$ cat config.mk
export PLATFORM = sky130hd
export DESIGN_NAME = motor_link_poll_master
export DESIGN_NICKNAME = d
export VERILOG_FILES = /design/src/rtl/mlpm_pkg.sv /design/src/rtl/mlpm_core.sv /design/src/rtl/mlpm_out_fifo.sv /design/src/rtl/motor_link_poll_master.sv
export SDC_FILE = /design/constraint.sdc
export NUM_CORES = 1
export LEC_CHECK = 0
export ABC_AREA = 1
export BUFFER_PORTS_ARGS = -buffer_cell sky130_fd_sc_hd__buf_2
export CAP_MARGIN = 20
export CORE_MARGIN = 4
export CORE_UTILIZATION = 45
export DETAILED_ROUTE_END_ITERATION = 8
export GPL_TIMING_DRIVEN = 0
export SLEW_MARGIN = 5
export SYNTH_ARGS = -nofsm -noshare
export SYNTH_HDL_FRONTEND = slang
export SYNTH_HIERARCHICAL = 1
export SYNTH_SLANG_ARGS = --single-unit
$ cat constraint.sdc
create_clock -name clk -period 14.2 [get_ports clk]
set_input_delay 2.13 -clock clk [delete_from_list [all_inputs] [get_ports clk]]
set_output_delay 2.13 -clock clk [all_outputs]
set_load 0.02 [all_outputs]
$ cat src/rtl/mlpm_pkg.sv
// Shared types, codes and constants for the motor link poll master.
package mlpm_pkg;

  localparam logic CMD_TICK = 1'b0;
  localparam logic CMD_BYTE = 1'b1;

  localparam logic KIND_TX     = 1'b0;
  localparam logic KIND_REPORT = 1'b1;

  localparam logic [1:0] CFG_POLL_INTERVAL = 2'd0;
  localparam logic [1:0] CFG_REPLY_TIMEOUT = 2'd1;
  localparam logic [1:0] CFG_MISS_LIMIT    = 2'd2;

  localparam logic [1:0] RQ_STATUS  = 2'd0;
  localparam logic [1:0] RQ_SPEED   = 2'd1;
  localparam logic [1:0] RQ_CURRENT = 2'd2;
  localparam logic [1:0] RQ_BATTERY = 2'd3;

  localparam logic [7:0] REQ_HEAD     = 8'h11;
  localparam logic [7:0] SEL_STATUS   = 8'h08;
  localparam logic [7:0] SEL_SPEED    = 8'h20;
  localparam logic [7:0] SEL_CURRENT  = 8'h0A;
  localparam logic [7:0] SEL_BATTERY  = 8'h11;
  localparam logic [7:0] SPEED_OFFSET = 8'h20;
  localparam logic [7:0] STATUS_BRAKE = 8'h03;
  localparam logic [7:0] STATUS_PEDAL = 8'h01;
  localparam logic [7:0] MISS_MAX     = 8'hFF;

  localparam logic [15:0] RST_POLL_INTERVAL = 16'd120;
  localparam logic [15:0] RST_REPLY_TIMEOUT = 16'd200;
  localparam logic [7:0]  RST_MISS_LIMIT    = 8'd12;

  localparam int FIFO_DEPTH = 4;
  localparam int FIFO_PTR_W = $clog2(FIFO_DEPTH);
  localparam int FIFO_CNT_W = $clog2(FIFO_DEPTH + 1);

  typedef struct packed {
    logic        kind;
    logic [7:0]  tx_byte;
    logic        last;
    logic        ok;
    logic        brake;
    logic        pedaling;
    logic [7:0]  current_half_amps;
    logic [15:0] wheel_rpm;
    logic [7:0]  battery_pct;
    logic        link_up;
    logic [31:0] last_reply_time;
  } beat_t;

  function automatic logic [7:0] sel_byte(input logic [1:0] rq);
    logic [7:0] s;
    unique case (rq)
      RQ_STATUS:  s = SEL_STATUS;
      RQ_SPEED:   s = SEL_SPEED;
      RQ_CURRENT: s = SEL_CURRENT;
      default:    s = SEL_BATTERY;
    endcase
    return s;
  endfunction

  function automatic logic [2:0] reply_len(input logic [1:0] rq);
    logic [2:0] n;
    unique case (rq)
      RQ_STATUS: n = 3'd1;
      RQ_SPEED:  n = 3'd3;
      default:   n = 3'd2;
    endcase
    return n;
  endfunction

endpackage

$ cat src/rtl/mlpm_core.sv
// Poll state, reply collection and decode; produces up to two result beats per item.
module mlpm_core #(
  parameter int TIME_BITS = 32
) (
  input  logic           clk,
  input  logic           rst_n,
  input  logic           step_en,
  input  logic           in_cmd,
  input  logic [7:0]     in_rx_byte,
  input  logic           cfg_we,
  input  logic [1:0]     cfg_index,
  input  logic [15:0]    cfg_wdata,
  output logic [1:0]     push_cnt,
  output mlpm_pkg::beat_t beat0,
  output mlpm_pkg::beat_t beat1
);
  import mlpm_pkg::*;

  logic [15:0] interval_r, timeout_r;
  logic [7:0]  limit_r;

  logic [TIME_BITS-1:0] time_now_r, time_now_nxt;
  logic [TIME_BITS-1:0] last_poll_r, last_poll_nxt;
  logic [3:0]  round_r, round_nxt;
  logic [7:0]  miss_r, miss_nxt;
  logic        waiting_r, waiting_nxt;
  logic [1:0]  req_kind_r, req_kind_nxt;
  logic [1:0]  bytes_got_r, bytes_got_nxt;
  logic [7:0]  reply_bytes_r [2];
  logic        brake_r, brake_nxt;
  logic        pedal_r, pedal_nxt;
  logic [7:0]  current_r, current_nxt;
  logic [15:0] rpm_r, rpm_nxt;
  logic [7:0]  battery_r, battery_nxt;
  logic        link_r, link_nxt;
  logic [31:0] reply_time_r, reply_time_nxt;

  logic [TIME_BITS-1:0] time_inc, elapsed;
  logic [2:0]  count;
  logic [7:0]  miss_inc, speed_sum;
  logic        rb_we, fin, good;

  assign time_inc  = time_now_r + TIME_BITS'(1);
  assign elapsed   = time_inc - last_poll_r;
  assign count     = {1'b0, bytes_got_r} + 3'd1;
  assign miss_inc  = (miss_r != MISS_MAX) ? miss_r + 8'd1 : miss_r;
  assign speed_sum = reply_bytes_r[0] + reply_bytes_r[1] + SPEED_OFFSET;

  always_comb begin
    time_now_nxt   = time_now_r;
    last_poll_nxt  = last_poll_r;
    round_nxt      = round_r;
    miss_nxt       = miss_r;
    waiting_nxt    = waiting_r;
    req_kind_nxt   = req_kind_r;
    bytes_got_nxt  = bytes_got_r;
    brake_nxt      = brake_r;
    pedal_nxt      = pedal_r;
    current_nxt    = current_r;
    rpm_nxt        = rpm_r;
    battery_nxt    = battery_r;
    link_nxt       = link_r;
    reply_time_nxt = reply_time_r;
    push_cnt       = 2'd0;
    beat0          = '0;
    beat1          = '0;
    rb_we          = 1'b0;
    fin            = 1'b0;
    good           = 1'b0;

    if (step_en) begin
      if (in_cmd == CMD_BYTE) begin
        if (waiting_r) begin
          rb_we = !bytes_got_r[1];
          if (count < reply_len(req_kind_r)) begin
            bytes_got_nxt = count[1:0];
          end else begin
            fin = 1'b1;
            unique case (req_kind_r)
              RQ_STATUS: begin
                brake_nxt = (in_rx_byte == STATUS_BRAKE);
                pedal_nxt = (in_rx_byte == STATUS_PEDAL);
                good      = 1'b1;
              end
              RQ_SPEED: begin
                good = (speed_sum == in_rx_byte);
                if (good) rpm_nxt = {reply_bytes_r[0], reply_bytes_r[1]};
              end
              RQ_CURRENT: begin
                good = (reply_bytes_r[0] == in_rx_byte);
                if (good) current_nxt = reply_bytes_r[0];
              end
              default: begin
                good = (reply_bytes_r[0] == in_rx_byte);
                if (good) battery_nxt = reply_bytes_r[0];
              end
            endcase
          end
        end
      end else begin
        time_now_nxt = time_inc;
        if (waiting_r) begin
          if (elapsed >= TIME_BITS'(timeout_r)) begin
            fin = 1'b1;
          end
        end else if (elapsed >= TIME_BITS'(interval_r)) begin
          round_nxt = round_r + 4'd1;
          case (round_r[1:0])
            2'd0, 2'd1: req_kind_nxt = RQ_STATUS;
            2'd2:       req_kind_nxt = RQ_SPEED;
            default:    req_kind_nxt = round_nxt[3] ? RQ_BATTERY : RQ_CURRENT;
          endcase
          last_poll_nxt = time_inc;
          waiting_nxt   = 1'b1;
          bytes_got_nxt = 2'd0;
          push_cnt      = 2'd2;
          beat0.kind    = KIND_TX;
          beat0.tx_byte = REQ_HEAD;
          beat1.kind    = KIND_TX;
          beat1.tx_byte = sel_byte(req_kind_nxt);
          beat1.last    = 1'b1;
        end
      end
    end

    if (fin) begin
      waiting_nxt   = 1'b0;
      bytes_got_nxt = 2'd0;
      if (good) begin
        reply_time_nxt = 32'(last_poll_r);
        link_nxt       = 1'b1;
        miss_nxt       = 8'd0;
      end else begin
        miss_nxt = miss_inc;
        if (miss_inc >= limit_r) link_nxt = 1'b0;
      end
      push_cnt                = 2'd1;
      beat0.kind              = KIND_REPORT;
      beat0.last              = 1'b1;
      beat0.ok                = good;
      beat0.brake             = brake_nxt;
      beat0.pedaling          = pedal_nxt;
      beat0.current_half_amps = current_nxt;
      beat0.wheel_rpm         = rpm_nxt;
      beat0.battery_pct       = battery_nxt;
      beat0.link_up           = link_nxt;
      beat0.last_reply_time   = reply_time_nxt;
    end
  end

  always_ff @(posedge clk) begin
    if (!rst_n) begin
      interval_r   <= RST_POLL_INTERVAL;
      timeout_r    <= RST_REPLY_TIMEOUT;
      limit_r      <= RST_MISS_LIMIT;
      time_now_r   <= '0;
      last_poll_r  <= '0;
      round_r      <= '0;
      miss_r       <= '0;
      waiting_r    <= 1'b0;
      req_kind_r   <= RQ_STATUS;
      bytes_got_r  <= '0;
      brake_r      <= 1'b0;
      pedal_r      <= 1'b0;
      current_r    <= '0;
      rpm_r        <= '0;
      battery_r    <= '0;
      link_r       <= 1'b0;
      reply_time_r <= '0;
    end else begin
      if (cfg_we) begin
        unique case (cfg_index)
          CFG_POLL_INTERVAL: interval_r <= cfg_wdata;
          CFG_REPLY_TIMEOUT: timeout_r  <= cfg_wdata;
          CFG_MISS_LIMIT:    limit_r    <= cfg_wdata[7:0];
          default: ;
        endcase
      end
      time_now_r   <= time_now_nxt;
      last_poll_r  <= last_poll_nxt;
      round_r      <= round_nxt;
      miss_r       <= miss_nxt;
      waiting_r    <= waiting_nxt;
      req_kind_r   <= req_kind_nxt;
      bytes_got_r  <= bytes_got_nxt;
      brake_r      <= brake_nxt;
      pedal_r      <= pedal_nxt;
      current_r    <= current_nxt;
      rpm_r        <= rpm_nxt;
      battery_r    <= battery_nxt;
      link_r       <= link_nxt;
      reply_time_r <= reply_time_nxt;
    end
  end

  always_ff @(posedge clk) begin
    if (rb_we) reply_bytes_r[bytes_got_r[0]] <= in_rx_byte;
  end

endmodule

$ cat src/rtl/mlpm_out_fifo.sv
// Result queue: takes up to two beats per cycle, delivers one beat per cycle while out_stall is low.
module mlpm_out_fifo (
  input  logic            clk,
  input  logic            rst_n,
  input  logic [1:0]      push_cnt,
  input  mlpm_pkg::beat_t beat0,
  input  mlpm_pkg::beat_t beat1,
  output logic            room,
  output logic            out_valid,
  input  logic            out_stall,
  output mlpm_pkg::beat_t out_beat
);
  import mlpm_pkg::*;

  beat_t                 slot_r [FIFO_DEPTH];
  logic [FIFO_PTR_W-1:0] wr_ptr_r, rd_ptr_r;
  logic [FIFO_CNT_W-1:0] count_r, count_nxt;
  logic                  pop;

  assign out_valid = (count_r != '0);
  assign out_beat  = slot_r[rd_ptr_r];
  assign pop       = out_valid && !out_stall;
  assign room      = (count_r <= FIFO_CNT_W'(FIFO_DEPTH - 2));
  assign count_nxt = count_r + FIFO_CNT_W'(push_cnt) - FIFO_CNT_W'(pop);

  always_ff @(posedge clk) begin
    if (!rst_n) begin
      wr_ptr_r <= '0;
      rd_ptr_r <= '0;
      count_r  <= '0;
    end else begin
      wr_ptr_r <= wr_ptr_r + FIFO_PTR_W'(push_cnt);
      rd_ptr_r <= rd_ptr_r + FIFO_PTR_W'(pop);
      count_r  <= count_nxt;
    end
  end

  always_ff @(posedge clk) begin
    if (push_cnt != 2'd0) slot_r[wr_ptr_r] <= beat0;
    if (push_cnt == 2'd2) slot_r[wr_ptr_r + FIFO_PTR_W'(1)] <= beat1;
  end

endmodule

$ cat src/rtl/motor_link_poll_master.sv
// Top level of the motor link poll master: core state machine plus result queue.
// Accepts one item (millisecond tick or received byte) per clock. All state for
// an item is updated in its accept cycle, and its result beats (none, one report,
// or two request bytes) enter a four-beat queue and are offered from the next
// cycle, one beat per unstalled clock. in_stall rises while under two slots are
// free, so sustained input rate is set only by how fast the result side drains.
module motor_link_poll_master #(
  parameter int TIME_BITS = 32
) (
  input  logic        clk,
  input  logic        rst_n,
  input  logic        in_valid,
  output logic        in_stall,
  input  logic        in_cmd,
  input  logic [7:0]  in_rx_byte,
  output logic        out_valid,
  input  logic        out_stall,
  output logic        out_kind,
  output logic [7:0]  out_tx_byte,
  output logic        out_last,
  output logic        out_ok,
  output logic        out_brake,
  output logic        out_pedaling,
  output logic [7:0]  out_current_half_amps,
  output logic [15:0] out_wheel_rpm,
  output logic [7:0]  out_battery_pct,
  output logic        out_link_up,
  output logic [31:0] out_last_reply_time,
  input  logic        cfg_we,
  input  logic [1:0]  cfg_index,
  input  logic [15:0] cfg_wdata
);
  import mlpm_pkg::*;

  logic       room, step_en;
  logic [1:0] push_cnt;
  beat_t      beat0, beat1, out_beat;

  assign in_stall = !room;
  assign step_en  = in_valid && room;

  mlpm_core #(.TIME_BITS(TIME_BITS)) u_core (
    .clk        (clk),
    .rst_n      (rst_n),
    .step_en    (step_en),
    .in_cmd     (in_cmd),
    .in_rx_byte (in_rx_byte),
    .cfg_we     (cfg_we),
    .cfg_index  (cfg_index),
    .cfg_wdata  (cfg_wdata),
    .push_cnt   (push_cnt),
    .beat0      (beat0),
    .beat1      (beat1)
  );

  mlpm_out_fifo u_fifo (
    .clk       (clk),
    .rst_n     (rst_n),
    .push_cnt  (push_cnt),
    .beat0     (beat0),
    .beat1     (beat1),
    .room      (room),
    .out_valid (out_valid),
    .out_stall (out_stall),
    .out_beat  (out_beat)
  );

  assign out_kind              = out_beat.kind;
  assign out_tx_byte           = out_beat.tx_byte;
  assign out_last              = out_beat.last;
  assign out_ok                = out_beat.ok;
  assign out_brake             = out_beat.brake;
  assign out_pedaling          = out_beat.pedaling;
  assign out_current_half_amps = out_beat.current_half_amps;
  assign out_wheel_rpm         = out_beat.wheel_rpm;
  assign out_battery_pct       = out_beat.battery_pct;
  assign out_link_up           = out_beat.link_up;
  assign out_last_reply_time   = out_beat.last_reply_time;

endmodule
Yosys cells after proc, flatten, opt, wreduce, memory -nomap -nowiden

Memories as Yosys holds them, arrays and structs flattened. A register that Yosys moved wholly into a read port is not among the register bits.
Index checks and enable logic that the tools add are counted.

Flip-flop bits (word level): 195
Latch bits: 0
RAM bits: 328
Bits in read-only memories: 0
Bits of input ports: 32
Output and inout bits: 80
Logic and storage cells: 167
Memories kept: 2

Memories:

| name                 | words | bits a word | read ports | clocked after Yosys merged registers in | write ports | line                | source |
|---|---|---|---|---|---|---|---|
| u_fifo.slot_r        | 4     | 78          | 1          | 1                                       | 2           | mlpm_out_fifo.sv:15 | `beat_t slot_r [FIFO_DEPTH];` |
| u_core.reply_bytes_r | 2     | 8           | 2          | 0                                       | 1           | mlpm_core.sv:29     | `logic [7:0] reply_bytes_r [2];` |

$add $sub $neg: 12
Multiply operators: 0
Div/mod/pow operators: 0
$lt $le $gt $ge: 5
Equality and inequality tests: 17
Shift-type cells: 0
Muxes and demuxes: 87
Bitwise logic cells: 3
Reduce and logical (&&, ||, !) cells: 21

Operators by type and width:

| kind                                                             | count |
|---|---|
| 8-bit 2-to-1 mux                                                 | 14 |
| 16-bit 2-to-1 mux                                                | 6 |
| 69-bit 2-to-1 mux                                                | 1 |
| 32-bit by 16-bit greater-or-equal comparator with 1-bit output   | 2 |
| 9-bit 2-to-1 mux                                                 | 4 |
| 1-bit 2-to-1 mux                                                 | 35 |
| 32-bit by 1-bit adder with 32-bit output (second input constant) | 1 |
| 32-bit 2-to-1 mux                                                | 1 |
| 32-bit subtractor                                                | 1 |
| 10-bit 2-to-1 mux                                                | 3 |
| 2-bit 2-to-1 mux                                                 | 15 |
| 6-bit case mux with 3 select lines                               | 1 |
| 8-bit == test                                                    | 2 |
| 2-bit == test (second input constant)                            | 5 |
| 3-bit 2-to-1 mux                                                 | 3 |
| 8-bit by 1-bit adder with 8-bit output (second input constant)   | 1 |
| 8-bit by 6-bit adder with 8-bit output (second input constant)   | 1 |
| 8-bit adder                                                      | 1 |
| 2-bit by 1-bit == test with 1-bit output (second input constant) | 4 |
| 8-bit by 1-bit == test with 1-bit output (second input constant) | 1 |
| 8-bit by 2-bit == test with 1-bit output (second input constant) | 1 |
| 8-bit greater-or-equal comparator                                | 1 |
| 2-bit zero test                                                  | 4 |
| 8-bit != test (second input constant)                            | 1 |
| other kinds (24)                                                 | 36 |

Longest topological paths before layout

Gate-level depths: netlist of run 1.

Word-level depth: 14
Depth in mapped cells: 39
Gate-level depth less buffers: 37

By module

The synthesis of run 1 kept the hierarchy.

By module, submodules not included:

| module                 | instances | cells an instance | area each (µm²) | seq. area each (µm²) |
|---|---|---|---|---|
| mlpm_out_fifo          | 1         | 1589              | 15314.7         | 9509.1 |
| mlpm_core              | 1         | 2081              | 13656.8         | 4244.1 |
| motor_link_poll_master | 1         | 3                 | 11.3            | 0.0 |

Worst setup path after synthesis of run 1

No wires, ideal clock.

Path kind: flip-flop to flip-flop
Start point: register u_core.time_now_r[0]
End point: memory u_fifo/slot_r[3][0] (netlist name) (enable)
Setup time: 0.629 ns
Arrival: 9.370 ns
Required time: 13.571 ns
Path slack: 4.200 ns
Cell stages (with the launch flop): 34
Path buffers: 2
Clock period less this slack: 10.000 ns
Cells stage by stage: dfxtp_1 > ha_1 > nand2_1 > nor2_1 > inv_2 > nor2_1 > nand3_1 > nor2_1 > nand3_1 > nor2_1 > xor2_1 > ha_1 > nand2_1 > inv_1 > nand2_1 > nand2_1 > inv_1 > nand2_1 > inv_1 > nand2_1 > xor2_1 > ha_1 > nand2_1 > inv_1 > nand3_1 > a21oi_1 > nor2_1 > nand3_1 > nand2_1 > buf_6 > inv_2 > buf_4 > nor2_1 > o31ai_1

RTL lines:

| what                     | line                | source |
|---|---|---|
| start: declaration       | mlpm_core.sv:22     | `logic [TIME_BITS-1:0] time_now_r, time_now_nxt;` |
| start signal: assignment | mlpm_core.sv:179    | `time_now_r <= time_now_nxt;` |
| end: declaration         | mlpm_out_fifo.sv:15 |  |

==> results of run 1 <==
[cells by family after synthesis]
group	synth area share
other	0.000129
flip-flops	0.475
adder cells (fa/ha/maj)	0.0429
XOR/XNOR	0.0178
AO/OA/AOI/OAI	0.160
buffers and inverters	0.113
AND/OR/NAND/NOR	0.191
[worst max-delay path: cells and delay by family, from the launching register on]
family | cells | cell delay [ns]
simple gates | 24 | 3.96
buf+inv | 8 | 1.47
fa+ha+maj | 2 | 0.61
flops | 1 | 0.38
xor+xnor | 1 | 0.29
[registers in the layout (all words and copies together), names as in the netlist, 8 cells and up]
name,count
u_core/battery_r,8
u_core/current_r,8
u_core/interval_r,16
u_core/last_poll_r,32
u_core/limit_r,8
u_core/miss_r,8
u_core/reply_bytes_r,16
u_core/reply_time_r,32
u_core/rpm_r,16
u_core/time_now_r,32
u_core/timeout_r,16
u_fifo/slot_r,312
[area by class of cell]
| type | count | area share |
|---|---|---|
| Multi-Input combinational cell | 2498 | 0.371 |
| Buffer | 264 | 0.0466 |
| Tap cell | 846 | 0.0320 |
| Antenna cell | 1 | 0.0000757 |
| Clock buffer | 78 | 0.0484 |
| Sequential cell | 523 | 0.416 |
| Inverter | 465 | 0.0529 |
| Timing Repair Buffer | 121 | 0.0224 |
| Clock inverter | 34 | 0.0106 |
[Yosys cell counts (3+ instances only)]
cell      instances  share of area
fa_1              4         0.0028
o211ai_1         11         0.0028
nand3_1          76          0.013
nor4_1            7         0.0015
nand2_1         747          0.097
xnor2_1           9         0.0027
nand4_1          20         0.0043
dfxtp_1         195           0.13
nor3_1           18         0.0031
nor2_2           14         0.0030
a21o_1            5         0.0013
inv_2             8         0.0010
inv_1           456          0.059
nor2_1          479          0.062
o22ai_1          84          0.018
o21ai_0         381          0.066
clkbuf_1         81          0.010
nand3b_1          6         0.0016
ha_1             93          0.040
a21oi_1         107          0.018
nand2_2           4        0.00086
buf_2            75          0.013
a211oi_1          5         0.0013
edfxtp_1        328           0.34
o21bai_1          5         0.0013
buf_6            16         0.0062
buf_4            89          0.023
o21ai_1         259          0.045
o21ai_2          10         0.0030
xor2_1           50          0.015
a31oi_1           3        0.00065
[worst max-delay path by stage]
stage,to,slack (ns)
2_1_floorplan,u_fifo/slot_r[3][0],4.20
3_3_place_gp,u_fifo/slot_r[3][41],-2.31
3_5_place_dp,u_fifo/slot_r[0][35],7.16
4_1_cts,u_fifo/slot_r[0][41],7.11
5_1_grt,u_fifo/slot_r[0][35],6.47
6_report,u_fifo/slot_r[0][35],7.08
[cell usage in the layout, fill, tap and decap left out, types with 97 or more instances in the layout]
master,n
o21ai_1,259
dfxtp_1,195
nand2_1,744
inv_1,456
clkbuf_1,97
a21oi_1,107
edfxtp_1,328
nor2_1,479
o21ai_0,381
buf_2,186
[per-stage QoR]
stage,total power (µW),hold WS (ns),instances
after global routing,5410,0.474,4829
after CTS,5150,0.462,4828
after global placement,3590,0.451,4706
final,5120,0.461,4830
after floorplan,3030,0.435,3750
after detailed placement,3600,0.454,4716
[power breakdown]
group / leakage [µW] / total, µW / switching [µW] / internal [µW]
Sequential: 0.00461 / 1820 / 56.4 / 1760
Clock: 0.000959 / 1540 / 623 / 917
Combinational: 0.00763 / 1760 / 1220 / 536
[layer usage]
layer	vias up	wire, µm	track usage
li1	12500	-	-
met1	11300	36600	0.314
met2	684	41600	0.436
met3	164	4810	0.0305
met4	0	2870	0.0810
met5	-	0	0
==> out/qor.yml, run 1 <==
route:
  first_iter_violations: 1848
  via_per_inst: 5.09
  dr_total_vias: 24600
  dr.pass1.iters: 6
  ant_nets: 0
  drc: 0
  avgRoutedWirePerCell_um: 17.8
  drt_wl_total_um: 85800
global_route:
  grt_pass1_wl_um: 131000
  globalRouteTotalUtil: 0.246
  gr-total-overflow: 0
  antenna_found_initial: 0
  grt_max_degree: 44
  first_global_vias: 23600
setup_path:
  required_ns: 14.50
  cpMostUsedCell: "nand2_1"
  slowest_stage: "nand2_4"
  r2r-start: "u_core/time_now_r[0]"
  arrival_ns: 7.42
  critical_path.startpoint: "u_core/time_now_r[0]"
  crit_type: "reg -> reg"
  worstRegToRegCells: 35
  r2r_slack_ns: 7.08
  crit_fanout: 42
  end_kind: "register"
  r2r_end: "u_fifo/slot_r[0][35]"
  start_kind: "register"
  max_stage_delay_ns: 0.63
layout:
  final_area_um2: 33100
  drive_gt1_frac: 0.110
  finish.utilization: 0.521
  final_nets: 4061
  regArea_um2: 13800
  fill_cells: 6180
  multi_input_area_um2: 12300
  area.growth.synth_to_final_pct: 14.1
yosys:
  synthFlopType: "edfxtp_1"
  synth.distinct_cells: 51
  synth_area_um2: 29000
  synth_edf_count: 328
  async_flop_share: 0
  ys_seq_elements: 523
  avgSynthCellArea_um2: 7.89
  synth-seq-area-share: 0.475
  synth-warning-count: 6
  syn_inst: 3673
place:
  place_area_um2: 31100
  post-place-ws_ns: 7.16
  gp_congestion: 0.929
  dp_hpwl_um: 61500
  io_buffers: 110
die:
  die-area_um2: 68500
  start_util: 0.457
  die_w_um: 262
  die_h_um: 262
  rows: 92
  io_pins: 112
  core_um2: 63400
sta:
  fin_skew_ns: 0.0277
  fin_setup_tns_ns: 0
  hold_viol_final: 0
  fin_ws_ns: 7.08
  finalMaxSlewViolations: 0
  slew_headroom: 0.311
  fin_crit_sh: 0.501
  min_period_ns: 7.12
  fmax_ghz: 0.141
  tightest_slew_ns: 1.03
  setup_viol: 0
  rsz0062_at_grt: "no"
clock_network:
  cts-root-buf: "clkbuf_16"
  cts_made_buffers: 59
  h-tree-depth: 2
  clockBufferDepth: 3
  clock_latency_ns: 0.63
  cts_tree: "done"
  post_cts.repair.setup_buffers: 0
  clkTransAtPathRegs_ns: 0.06
  cts_sinks: 523
  cts_hold_buf: 0
  cts_resized: 0
min_path:
  whs_path_depth: 2
  hold_start: "u_core/limit_r[6]"
  hold_class: "reg -> reg"
  holdPathEnd: "u_core/limit_r[6]"
power:
  power_leakage_uw: 0.0132
  peakVddDrop_v: 0.000102
  powerDensity_nw_per_um2: 155
outcome:
  status: "finished clean"
run:
  max_cap_viol_count: 0
Power figures use the tool's default switching activity.
==> run 2, diff against run 1 <==
==> constraint.sdc (replaced) <==
create_clock -name clk -period 6.9 [get_ports clk]
set_input_delay 1.035 -clock clk [delete_from_list [all_inputs] [get_ports clk]]
set_output_delay 1.035 -clock clk [all_outputs]
set_load 0.02 [all_outputs]
==> out/qor.yml, run 2 (synthesized netlist as in run 1, its figures left out) <==
layout:
  final_nets: 4061  # unchanged
  drive_gt1_frac: 0.116  # was 0.110
  antenna_cells: 0  # was 1
  mostFrequentLayoutCells: "nand2_1 (743), nor2_1 (476), inv_1 (456)"  # was nand2_1 (744), nor2_1 (479), inv_1 (456)
  finish.utilization: 0.524  # was 0.521
  area.growth.synth_to_final_pct: 14.8  # was 14.1%
  regMostFlops: "u_fifo/slot_r"  # unchanged
  largest_reg_flops: 312  # unchanged
  layout.cells.most_common: "nand2_1"  # unchanged
die:
  start_util: 0.457  # unchanged
  die_h_um: 262  # unchanged
  core_um2: 63400  # unchanged
  die_w_um: 262  # unchanged
  rows: 92  # unchanged
  io_pins: 112  # unchanged
  die-area_um2: 68500  # unchanged
sta:
  rsz0062_at_grt: "no"  # unchanged
  slew_headroom: 0.304  # was 0.311
  hold_slack_ns: 0.460  # was 0.461 ns
  fin_ws_ns: 0.396  # was 7.08 ns
  fin_skew_ns: 0.0297  # was 0.0277 ns
  hold_viol_final: 0  # unchanged
  min_period_ns: 6.50  # was 7.12 ns
  fmax_ghz: 0.154  # was 0.141 GHz
  setup_viol: 0  # unchanged
  fin_crit_sh: 0.943  # was 0.501
  finalMaxSlewViolations: 0  # unchanged
  tightest_slew_ns: 1.04  # was 1.03 ns
clock_network:
  h-tree-depth: 2  # unchanged
  cts_sinks: 523  # unchanged
  clkTransAtPathRegs_ns: 0.06  # about the same
  cts_tree: "done"  # unchanged
  clockBufferDepth: 3  # unchanged
  cts_made_buffers: 56  # was 59
  cts-root-buf: "clkbuf_16"  # unchanged
  clock_latency_ns: 0.62  # was 0.63 ns
route:
  drc: 0  # unchanged
  dr.pass1.iters: 5  # was 6
  drt_wl_total_um: 85700  # was 85,800 µm
  dr_total_vias: 24500  # was 24,600
  ant_nets: 0  # unchanged
  avgRoutedWirePerCell_um: 17.8  # about the same
  via_per_inst: 5.08  # was 5.09
  first_iter_violations: 1861  # was 1,848
setup_path:
  r2r_slack_ns: 0.40  # was 7.08 ns
  r2r-start: "u_core/time_now_r[0]"  # unchanged
  start_kind: "register"  # unchanged
  worstRegToRegCells: 37  # was 35
  r2r_end: "u_fifo/slot_r[3][44]"  # was u_fifo/slot_r[0][35]
  required_ns: 7.22  # was 14.50 ns
  end_kind: "register"  # unchanged
  max_stage_delay_ns: 0.43  # was 0.63 ns
  crit_fanout: 12  # was 42
  crit_type: "reg -> reg"  # unchanged
  slowest_stage: "ha_1"  # was nand2_4
  arrival_ns: 6.82  # was 7.42 ns
global_route:
  globalRouteTotalUtil: 0.246  # about the same
  grt_max_degree: 46  # was 44
  first_global_vias: 23400  # was 23,600
  antenna_found_initial: 0  # unchanged
  gr-total-overflow: 0  # unchanged
  grt_pass1_wl_um: 131000  # about the same
min_path:
  hold_class: "reg -> reg"  # unchanged
  holdPathEnd: "u_core/interval_r[12]"  # was u_core/limit_r[6]
  hold_start: "u_core/interval_r[12]"  # was u_core/limit_r[6]
  whs_path_depth: 2  # unchanged
place:
  dp_hpwl_um: 61400  # was 61,500 µm
  io_buffers: 110  # unchanged
  gp_congestion: 0.904  # was 0.929
  post-place-ws_ns: -0.106  # was 7.16 ns
power:
  peakVddDrop_v: 0.000182  # was 0.000102 V
  power_leakage_uw: 0.0133  # was 0.0132 µW
  powerDensity_nw_per_um2: 322  # was 155 nW/µm²
outcome:
  status: "finished clean"  # unchanged
run:
  max_cap_viol_count: 0  # unchanged
[run 2: through the flow]
step	instance area, µm²	total power (µW)	cells	TNS [ns]
global placement	30900	7380	4706	-721.20
CTS	33200	10700	4824	0
finish	33300	10700	4826	0
floorplan	29300	6230	3750	0
detailed placement	31100	7400	4718	-6.71
global route	33300	11300	4826	0
[run 2: cell type report]
cell class,count,area [µm²]
Multi-Input combinational cell,2499,12300
Clock inverter,28,433
Tap cell,846,1060
Inverter,465,1750
Buffer,264,1550
Clock buffer,78,1630
Fill cell,6140,30200
Sequential cell,523,13800
Timing Repair Buffer,123,754
[run 2: worst max-delay path by stage]
stage	from	end	slack, ns	cells past startpoint
floorplan	u_core/time_now_r[0]	u_fifo/slot_r[0][0]	0.65	33
global placement	u_core/time_now_r[0]	u_fifo/slot_r[0][35]	-2.55	31
detailed placement	u_core/time_now_r[0]	u_fifo/slot_r[0][41]	-0.11	35
CTS	u_core/time_now_r[0]	u_fifo/slot_r[0][41]	0.02	35
global route	u_core/time_now_r[0]	u_fifo/slot_r[3][41]	0.01	38
finish	u_core/time_now_r[0]	u_fifo/slot_r[3][44]	0.40	37
[run 2: critical path, delay by kind of cell (launching register included)]
family | cells | cell delay (ns)
xor+xnor | 1 | 0.24
simple gates | 23 | 3.17
flops | 1 | 0.38
fa+ha+maj | 2 | 0.61
buf+inv | 10 | 1.60
compound gates | 1 | 0.18
[run 2: repair_timing]
action | 4_1_cts | 5_1_grt
hold buffers | 0 | 0
setup buffers | 0 | 1
endpoints found under the setup margin | 137 | 342
resized for setup | 4 | 17
cloned | 0 | 1
pin swaps | 0 | 2
[run 2: per-layer routing]
metal,part of all wire,global-route usage,vias up
met5,0,0,-
met4,0.033,0.0819,0
met3,0.053,0.0305,156
met2,0.49,0.436,700
met1,0.43,0.313,11200
li1,-,-,12400
[run 2: where the power goes]
| part | total (µW) | leakage (µW) | switching [µW] | internal, µW |
|---|---|---|---|---|
| clock network | 3330 | 0.00101 | 1270 | 2060 |
| registers | 3740 | 0.00461 | 115 | 3620 |
| logic | 3620 | 0.00767 | 2510 | 1110 |
| total | 10700 | 0.0133 | 3900 | 6790 |
